[src/sv/scd_pkg.sv]
// shared types, constants and tables for the seconds-counter-to-date converter
`default_nettype none

package scd_pkg;

    // configuration port
    localparam int ADDR_W = 3;
    localparam int EPOCH_W = 22;
    localparam logic [0:0] REG_EPOCH = 1'b0;
    localparam logic [EPOCH_W-1:0] EPOCH_RESET = 22'd2440588;

    // calendar constants
    localparam int unsigned SECS_PER_DAY = 86400;
    localparam int unsigned SECS_PER_MIN = 60;
    localparam int unsigned DAYS_PER_WEEK = 7;
    localparam int unsigned JDN_SHIFT = 32044;
    localparam int unsigned DAYS_PER_400Y = 146097;
    localparam int unsigned DAYS_PER_4Y = 1461;
    localparam int unsigned MONTH_SPAN = 153;
    localparam int unsigned YEAR_SHIFT = 4800;

    // reciprocals floor(2^s / d); the shift is at least the dividend width
    localparam int unsigned RECIP_DAY = 49710;   // s = 32
    localparam int unsigned RECIP_MIN_S = 2184;  // s = 17
    localparam int unsigned RECIP_MIN_M = 34;    // s = 11
    localparam int unsigned RECIP_WEEK = 9362;   // s = 16
    localparam int unsigned RECIP_400Y = 229;    // s = 25
    localparam int unsigned RECIP_4Y = 179;      // s = 18
    localparam int unsigned RECIP_MSPAN = 13;    // s = 11

    // first field in the highest bits, year in the lowest bits
    typedef struct packed {
        logic [2:0]  weekday;
        logic [5:0]  second;
        logic [5:0]  minute;
        logic [4:0]  hour;
        logic [4:0]  day_of_month;
        logic [3:0]  month;
        logic [11:0] year;
    } result_t;

    // days before the start of month index m, year starting in march
    function automatic logic [8:0] month_start(input logic [3:0] m);
        logic [8:0] v;
        case (m)
            4'd0:    v = 9'd0;
            4'd1:    v = 9'd31;
            4'd2:    v = 9'd61;
            4'd3:    v = 9'd92;
            4'd4:    v = 9'd122;
            4'd5:    v = 9'd153;
            4'd6:    v = 9'd184;
            4'd7:    v = 9'd214;
            4'd8:    v = 9'd245;
            4'd9:    v = 9'd275;
            4'd10:   v = 9'd306;
            4'd11:   v = 9'd337;
            default: v = 9'd0;
        endcase
        return v;
    endfunction

endpackage

`default_nettype wire

[src/sv/scd_cdiv.sv]
// three-stage divider by a constant: reciprocal multiply, remainder, one correction
`default_nettype none

module scd_cdiv #(
    parameter int XW = 32,
    parameter int QW = 16,
    parameter int SW = 1,
    parameter int unsigned D = 86400,
    parameter int unsigned M = 49710,
    parameter int S = 32
) (
    input  logic                   clk,
    input  logic                   rst_n,
    input  logic                   en,
    input  logic                   in_valid,
    input  logic [XW-1:0]          x,
    input  logic [SW-1:0]          side_in,
    output logic                   out_valid,
    output logic [QW-1:0]          q,
    output logic [$clog2(D)-1:0]   rem,
    output logic [SW-1:0]          side_out
);

    localparam int RW = $clog2(D);
    localparam int MW = $clog2(M + 1);
    localparam int PW = XW + MW;
    localparam logic [PW-1:0] M_P = PW'(M);
    localparam logic [PW-1:0] D_P = PW'(D);
    localparam logic [RW:0] D_R = (RW + 1)'(D);

    logic          s1_valid_reg;
    logic [XW-1:0] s1_x_reg;
    logic [QW-1:0] s1_q_reg;
    logic [SW-1:0] s1_side_reg;
    logic          s2_valid_reg;
    logic [QW-1:0] s2_q_reg;
    logic [RW:0]   s2_rem_reg;
    logic [SW-1:0] s2_side_reg;
    logic          s3_valid_reg;
    logic [QW-1:0] s3_q_reg;
    logic [RW-1:0] s3_rem_reg;
    logic [SW-1:0] s3_side_reg;

    logic [PW-1:0] prod;
    logic [PW-1:0] prod_shift;
    logic [QW-1:0] s1_q_next;
    logic [PW-1:0] diff;
    logic [RW:0]   s2_rem_next;
    logic          over;
    logic [QW-1:0] s3_q_next;
    logic [RW:0]   s3_rem_next;

    // estimate is the true quotient or one below it
    assign prod       = PW'(x) * M_P;
    assign prod_shift = prod >> S;
    assign s1_q_next  = prod_shift[QW-1:0];

    assign diff        = PW'(s1_x_reg) - PW'(s1_q_reg) * D_P;
    assign s2_rem_next = diff[RW:0];

    assign over        = (s2_rem_reg >= D_R);
    assign s3_q_next   = over ? s2_q_reg + QW'(1) : s2_q_reg;
    assign s3_rem_next = over ? s2_rem_reg - D_R : s2_rem_reg;

    always_ff @(posedge clk or negedge rst_n)
    begin
        if (!rst_n)
        begin
            s1_valid_reg <= 1'b0;
            s2_valid_reg <= 1'b0;
            s3_valid_reg <= 1'b0;
        end
        else if (en)
        begin
            s1_valid_reg <= in_valid;
            s2_valid_reg <= s1_valid_reg;
            s3_valid_reg <= s2_valid_reg;
        end
    end

    always_ff @(posedge clk)
    begin
        if (en)
        begin
            s1_x_reg    <= x;
            s1_q_reg    <= s1_q_next;
            s1_side_reg <= side_in;
            s2_q_reg    <= s1_q_reg;
            s2_rem_reg  <= s2_rem_next;
            s2_side_reg <= s1_side_reg;
            s3_q_reg    <= s3_q_next;
            s3_rem_reg  <= s3_rem_next[RW-1:0];
            s3_side_reg <= s2_side_reg;
        end
    end

    assign out_valid = s3_valid_reg;
    assign q         = s3_q_reg;
    assign rem       = s3_rem_reg;
    assign side_out  = s3_side_reg;

endmodule

`default_nettype wire

[src/sv/scd_skid.sv]
// output register with a skid entry so the pipeline stall is registered
`default_nettype none

module scd_skid (
    input  logic             clk,
    input  logic             rst_n,
    input  logic             in_valid,
    input  scd_pkg::result_t in_data,
    output logic             ready,
    output logic             out_valid,
    output scd_pkg::result_t out_data,
    input  logic             out_ready
);

    import scd_pkg::*;

    logic    out_valid_reg;
    result_t out_data_reg;
    logic    sk_valid_reg;
    result_t sk_data_reg;
    logic    hold;

    assign hold = out_valid_reg && !out_ready;

    always_ff @(posedge clk or negedge rst_n)
    begin
        if (!rst_n)
        begin
            out_valid_reg <= 1'b0;
            sk_valid_reg  <= 1'b0;
        end
        else if (hold)
        begin
            if (in_valid && !sk_valid_reg)
            begin
                sk_valid_reg <= 1'b1;
            end
        end
        else if (sk_valid_reg)
        begin
            out_valid_reg <= 1'b1;
            sk_valid_reg  <= 1'b0;
        end
        else
        begin
            out_valid_reg <= in_valid;
        end
    end

    always_ff @(posedge clk)
    begin
        if (hold)
        begin
            if (in_valid && !sk_valid_reg)
            begin
                sk_data_reg <= in_data;
            end
        end
        else if (sk_valid_reg)
        begin
            out_data_reg <= sk_data_reg;
        end
        else
        begin
            out_data_reg <= in_data;
        end
    end

    assign ready     = !sk_valid_reg;
    assign out_valid = out_valid_reg;
    assign out_data  = out_data_reg;

endmodule

`default_nettype wire

[src/sv/seconds_counter_to_date.sv]
// throughput: one request per cycle; the pipeline holds only while the skid entry is full
// the path is seven constant dividers of three stages each plus the output register
// reset: pipeline and output empty, epoch_day_number back to 2440588 (1970-01-01)
// top level: seconds counter to gregorian date and time, with config register
`default_nettype none

module seconds_counter_to_date (
    input  logic                        clk,
    input  logic                        rst_n,
    input  logic                        s_tvalid,
    output logic                        s_tready,
    input  logic [31:0]                 s_tdata,   // [31:0] seconds_count
    output logic                        m_tvalid,
    input  logic                        m_tready,
    // [11:0] year, [15:12] month, [20:16] day_of_month, [25:21] hour,
    // [31:26] minute, [37:32] second, [40:38] weekday, [47:41] zero
    output logic [47:0]                 m_tdata,
    input  logic                        psel,
    input  logic                        penable,
    input  logic                        pwrite,
    input  logic [scd_pkg::ADDR_W-1:0]  paddr,
    input  logic [31:0]                 pwdata,
    output logic [31:0]                 prdata,
    output logic                        pready
);

    import scd_pkg::*;

    logic [EPOCH_W-1:0] epoch_reg;
    logic [EPOCH_W-1:0] epoch_next;
    logic [0:0]         reg_index;
    logic               cfg_write;
    logic               en;

    // configuration
    assign reg_index  = paddr[ADDR_W-1:2];
    assign cfg_write  = psel && penable && pwrite && (reg_index == REG_EPOCH);
    assign epoch_next = cfg_write ? pwdata[EPOCH_W-1:0] : epoch_reg;

    always_ff @(posedge clk or negedge rst_n)
    begin
        if (!rst_n)
        begin
            epoch_reg <= EPOCH_RESET;
        end
        else
        begin
            epoch_reg <= epoch_next;
        end
    end

    assign prdata = (reg_index == REG_EPOCH) ? {{(32 - EPOCH_W){1'b0}}, epoch_reg} : 32'd0;
    assign pready = 1'b1;

    // seconds into whole days and seconds of day
    logic        u1_valid;
    logic [15:0] u1_days;
    logic [16:0] u1_secs;

    scd_cdiv #(.XW(32), .QW(16), .SW(1), .D(SECS_PER_DAY), .M(RECIP_DAY), .S(32)) u_day (
        .clk(clk), .rst_n(rst_n), .en(en),
        .in_valid(s_tvalid), .x(s_tdata), .side_in(1'b0),
        .out_valid(u1_valid), .q(u1_days), .rem(u1_secs), .side_out()
    );

    // seconds of day into minutes of day and second
    logic        t1_valid;
    logic [10:0] t1_mins;
    logic [5:0]  t1_sec;
    logic [15:0] t1_days;

    scd_cdiv #(.XW(17), .QW(11), .SW(16), .D(SECS_PER_MIN), .M(RECIP_MIN_S), .S(17)) u_sec (
        .clk(clk), .rst_n(rst_n), .en(en),
        .in_valid(u1_valid), .x(u1_secs), .side_in(u1_days),
        .out_valid(t1_valid), .q(t1_mins), .rem(t1_sec), .side_out(t1_days)
    );

    // minutes of day into hour and minute
    logic        t2_valid;
    logic [4:0]  t2_hour;
    logic [5:0]  t2_minute;
    logic [21:0] t2_side;

    scd_cdiv #(.XW(11), .QW(5), .SW(22), .D(SECS_PER_MIN), .M(RECIP_MIN_M), .S(11)) u_min (
        .clk(clk), .rst_n(rst_n), .en(en),
        .in_valid(t1_valid), .x(t1_mins), .side_in({t1_sec, t1_days}),
        .out_valid(t2_valid), .q(t2_hour), .rem(t2_minute), .side_out(t2_side)
    );

    // weekday from days plus one
    logic        t3_valid;
    logic [2:0]  t3_wk;
    logic [32:0] t3_side;
    logic [15:0] t3_x;
    logic [4:0]  t3_hour;
    logic [5:0]  t3_minute;
    logic [5:0]  t3_sec;
    logic [15:0] t3_days;

    assign t3_x = t2_side[15:0] + 16'd1;

    scd_cdiv #(.XW(16), .QW(13), .SW(33), .D(DAYS_PER_WEEK), .M(RECIP_WEEK), .S(16)) u_week (
        .clk(clk), .rst_n(rst_n), .en(en),
        .in_valid(t2_valid), .x(t3_x), .side_in({t2_hour, t2_minute, t2_side}),
        .out_valid(t3_valid), .q(), .rem(t3_wk), .side_out(t3_side)
    );

    assign {t3_hour, t3_minute, t3_sec, t3_days} = t3_side;

    // shifted day number into 400-year cycles
    logic [22:0] jdn_a;
    logic [24:0] u2_x;
    logic        u2_valid;
    logic [6:0]  u2_cent;
    logic [17:0] u2_rem;
    logic [19:0] u2_side;

    assign jdn_a = 23'(t3_days) + 23'(JDN_SHIFT) + 23'(epoch_reg);
    assign u2_x  = {jdn_a, 2'b11};

    scd_cdiv #(.XW(25), .QW(7), .SW(20), .D(DAYS_PER_400Y), .M(RECIP_400Y), .S(25)) u_cent (
        .clk(clk), .rst_n(rst_n), .en(en),
        .in_valid(t3_valid), .x(u2_x), .side_in({t3_hour, t3_minute, t3_sec, t3_wk}),
        .out_valid(u2_valid), .q(u2_cent), .rem(u2_rem), .side_out(u2_side)
    );

    // 4*r+3 equals the remainder plus the low two bits of the cycle count
    logic [17:0] u3_x;
    logic        u3_valid;
    logic [6:0]  u3_yr;
    logic [10:0] u3_rem;
    logic [26:0] u3_side;

    assign u3_x = u2_rem + 18'(u2_cent[1:0]);

    scd_cdiv #(.XW(18), .QW(7), .SW(27), .D(DAYS_PER_4Y), .M(RECIP_4Y), .S(18)) u_year (
        .clk(clk), .rst_n(rst_n), .en(en),
        .in_valid(u2_valid), .x(u3_x), .side_in({u2_cent, u2_side}),
        .out_valid(u3_valid), .q(u3_yr), .rem(u3_rem), .side_out(u3_side)
    );

    // day of year from the remainder, then 5*e+2 for the month split
    logic [10:0] e_sum;
    logic [8:0]  e_day;
    logic [10:0] u4_x;
    logic        u4_valid;
    logic [3:0]  u4_m;
    logic [42:0] u4_side;

    assign e_sum = u3_rem + 11'(u3_yr[1:0]) - 11'd3;
    assign e_day = e_sum[10:2];
    assign u4_x  = {e_day, 2'b00} + 11'(e_day) + 11'd2;

    scd_cdiv #(.XW(11), .QW(4), .SW(43), .D(MONTH_SPAN), .M(RECIP_MSPAN), .S(11)) u_month (
        .clk(clk), .rst_n(rst_n), .en(en),
        .in_valid(u3_valid), .x(u4_x), .side_in({e_day, u3_yr, u3_side}),
        .out_valid(u4_valid), .q(u4_m), .rem(), .side_out(u4_side)
    );

    // final field assembly
    logic [8:0]  f_e;
    logic [6:0]  f_yr;
    logic [6:0]  f_cent;
    logic [4:0]  f_hour;
    logic [5:0]  f_minute;
    logic [5:0]  f_sec;
    logic [2:0]  f_wk;
    logic        late;
    logic [13:0] cent_years;
    logic [8:0]  mday_full;
    result_t     res;
    result_t     out_res;

    assign {f_e, f_yr, f_cent, f_hour, f_minute, f_sec, f_wk} = u4_side;

    // january and february belong to the next calendar year
    assign late       = (u4_m >= 4'd10);
    assign cent_years = 14'(f_cent) * 14'd100;
    assign mday_full  = f_e - month_start(u4_m) + 9'd1;

    always_comb
    begin
        res.year         = cent_years[11:0] + 12'(f_yr) + 12'(late) - 12'(YEAR_SHIFT);
        res.month        = late ? u4_m - 4'd9 : u4_m + 4'd3;
        res.day_of_month = mday_full[4:0];
        res.hour         = f_hour;
        res.minute       = f_minute;
        res.second       = f_sec;
        res.weekday      = f_wk;
    end

    scd_skid u_skid (
        .clk(clk), .rst_n(rst_n),
        .in_valid(u4_valid), .in_data(res), .ready(en),
        .out_valid(m_tvalid), .out_data(out_res), .out_ready(m_tready)
    );

    assign s_tready = en;
    assign m_tdata  = {7'd0, out_res};

endmodule

`default_nettype wire

[config.mk]
export PLATFORM = sky130hd
export DESIGN_NAME = seconds_counter_to_date
export DESIGN_NICKNAME = d
export VERILOG_FILES = /design/src/sv/scd_pkg.sv /design/src/sv/scd_cdiv.sv /design/src/sv/scd_skid.sv /design/src/sv/seconds_counter_to_date.sv
export SDC_FILE = /design/constraint.sdc
export NUM_CORES = 2
export LEC_CHECK = 0
export BUFFER_PORTS_ARGS = -buffer_cell sky130_fd_sc_hd__buf_4
export CAP_MARGIN = 20
export CORE_MARGIN = 8
export CORE_UTILIZATION = 44
export CTS_BUF_LIST = sky130_fd_sc_hd__clkbuf_8
export CTS_CLUSTER_DIAMETER = 120
export DETAILED_ROUTE_END_ITERATION = 8
export GPL_TIMING_DRIVEN = 0
export MAX_ROUTING_LAYER = met4
export PLACE_DENSITY_LB_ADDON = 0.3
export SYNTH_ARGS = -nofsm -noshare
export SYNTH_HDL_FRONTEND = slang
export SYNTH_SLANG_ARGS = --single-unit
[constraint.sdc]
create_clock -name clk -period 36.7 [get_ports clk]
set_input_delay 9.175 -clock clk [delete_from_list [all_inputs] [get_ports clk]]
set_output_delay 9.175 -clock clk [all_outputs]
set_load 0.05 [all_outputs]
==> results_dict.tcl <==
set metrics [dict create \
    post_cts_buffers 0 \
    hold_viol_final 0 \
    root_buffer "clkbuf_8" \
    yosysUniqueCellTypes 79 \
    synthArstFlopShare_pct 4.65 \
    synth_ff_type "edfxtp_1" \
    setup_viol 0 \
    seq_area_frac_synth_pct 50.4 \
    cts_buffer_depth 3 \
    worst_pin_slew_ps 977 \
    grt_max_degree 46 \
    cts_buffers 155 \
    initial_core_util_pct 44.2 \
    r2r_end "u_cent.s1_q_reg[5]" \
    gp_congestion 0.831 \
    status "finished, final reports clean" \
    drc_errors 0 \
    clk_latency_ps 820 \
    numClockSinks 967 \
    vias 30000 \
    cp.required_ps 27520 \
    syn2layout_area_growth_pct 11.5 \
    port_buffers 126 \
    place_hpwl_mm 71.6 \
    critPathArrivalTime_ps 10580 \
    io_pins 157 \
    die_w_um 376 \
    hold-worst-slack_ps 376 \
    cts_tree "yes" \
    drt_iter0_drc 1319 \
    cp-startpoint "paddr[2]" \
    core_mm2 0.129 \
    r2r_slack_ps 29040 \
    critical_path_class "primary input to output port" \
    route.top_layer_used "met4" \
    final_cell_mix "edfxtp_1, inv_1, ha_1, fa_1, xnor2_1" \
    dr.pass1.iters 5 \
    syn_inst 4172 \
    grt_pass1_vias 31200 \
    routed-wl-met3_mm 3.82 \
    antenna_found_initial 3 \
    slew_headroom_pct 34.4 \
    wl_per_cell_um 14.4 \
    wl_met1_mm 42.6 \
    htreeDepth 4 \
    grt_use_total_pct 13.5 \
    wl_met2_mm 42.9 \
    worstPathMaxFanout 10 \
    rr_startpoint "epoch_reg[1]" \
    grt_overflow_total 0 \
    hold_class "register to register" \
    startpoint_type "primary input" \
    die_height_um 376 \
    r2r_cells 25 \
    post_cts_resize_count 0 \
    synth_edf_count 917 \
    critical_path.cell_chain "buf_4 -> clkbuf_1 -> nor2_1 -> buf_4" \
    crit_path_end_kind "output port" \
    slowest_stage "clkbuf_1" \
    drive_gt1_share_pct 10.5 \
    ys_ff_latch 967 \
    slew_viol_final 0 \
    rsz0062_at_grt "no" \
    syn_area_mm2 0.0571 \
    syn_area_per_cell_um2 13.7 \
    max_freq_mhz 50.6 \
    final.period_utilization_pct 53.8 \
    layout_commonest_cell "edfxtp_1" \
    clk_pin_slew_ps 60 \
    fin_nets 5678 \
    crit_end "prdata[5]" \
    cpPeakStageDelay_ps 720 \
    ant_nets 0 \
    fill_cells 11300 \
    path_common_cell "buf_4" \
    fin_crit_ps 19760 \
    cts_hold_buf 0 \
    vias_per_cell 4.72 \
    wl_mm 91.2 \
    maxCapViolCount 0 \
    yosys_warnings 0 \
    std_cell_rows 132 \
    finClkSkew_ps 49.7 \
    die_area_mm2 0.142 \
    finalSetupTns_ps 0 \
    grt_pass1_wl_mm 152 \
]
-- synthesized netlist by cell type, types with 5 or more instances --
cell type | n | area share, %
clkbuf_1 | 12 | 0.079
inv_1 | 771 | 5.1
o21a_1 | 16 | 0.21
o21ai_0 | 63 | 0.55
mux2_2 | 80 | 1.6
a31o_2 | 7 | 0.11
dfxtp_1 | 5 | 0.18
nand2b_1 | 21 | 0.23
mux2i_1 | 6 | 0.11
nand2_1 | 154 | 1.0
fa_1 | 342 | 12
a21boi_0 | 11 | 0.14
xor2_1 | 107 | 1.6
xnor2_1 | 250 | 3.8
ha_1 | 765 | 17
dfrtp_1 | 34 | 1.5
o211ai_1 | 6 | 0.079
o2111ai_1 | 5 | 0.077
a211oi_1 | 13 | 0.17
and3_1 | 21 | 0.23
dfstp_2 | 11 | 0.51
nand3_1 | 37 | 0.32
nand4_1 | 23 | 0.25
a21o_1 | 59 | 0.78
a31oi_1 | 11 | 0.12
nor2b_1 | 29 | 0.32
and4_1 | 7 | 0.11
buf_4 | 19 | 0.25
nor2_1 | 118 | 0.78
o21bai_1 | 19 | 0.25
a21oi_1 | 112 | 0.98
edfxtp_1 | 917 | 48
nor3_1 | 24 | 0.21
-- worst min path at each step --
stage,start,slack [ps],endpoint,depth (start not counted)
floorplan,u_week.rem[0],400,u_cent.s1_side_reg[0],0
global placement,u_day.q[1],400,u_sec.s1_side_reg[1],0
detailed placement,u_week.side_out[29],400,u_cent.s1_side_reg[16],0
CTS,u_day.s2_rem_reg[6],380,u_day.rem[6],0
global route,u_day.s2_rem_reg[6],380,u_day.rem[6],0
finish,u_day.s2_rem_reg[6],380,u_day.rem[6],0
-- logic make-up (layout without fill, tap and decap cells) --
group | Yosys count | count (layout) | share of synthesized area [%]
simple gates | 464 | 464 | 3.85
other cells | 2 | 19 | 0.0132
xor+xnor | 358 | 358 | 5.52
buf+inv | 811 | 1233 | 5.46
mux | 86 | 86 | 1.68
compound gates | 376 | 376 | 4.32
flops | 967 | 967 | 50.4
fa+ha+maj | 1108 | 1108 | 28.8
-- routing by layer --
layer,global-route usage [%],vias to the layer above
li1,-,14900
met2,21.7,456
met5,-,-
met1,17.4,14500
met3,2.69,140
met4,3.72,0
-- layout make-up --
class | count | area (um^2) | share of cell area [%]
antenna | 1 | 2.50 | 0.00393
buffer | 37 | 214 | 0.336
clock buffer | 165 | 2270 | 3.57
clock inverter | 105 | 601 | 0.943
inverter | 774 | 2910 | 4.56
multi-input combinational | 2410 | 25300 | 39.7
sequential | 967 | 28800 | 45.2
tap | 1742 | 2180 | 3.42
timing repair buffer | 152 | 1470 | 2.30
-- per-stage QoR --
step / setup slack [ps] / instance area [um^2] / instances / utilization [%]
after floorplan: 3890 / 57200 / 4188 / -
after global placement: -6990 / 60300 / 6056 / 46.7
after detailed placement: 16990 / 60800 / 6082 / 47.1
after CTS: 16990 / 63700 / 6352 / 49.3
after global routing: 16890 / 63700 / 6353 / 49.3
final: 16940 / 63700 / 6353 / 49.3
-- critical path, delay by kind of cell --
kind | cells | cell delay [ps]
buf+inv | 3 | 1110
simple gates | 1 | 280
Power is not shown: default switching activity piles up to over one toggle a cycle in this logic, so the estimate is an artifact.
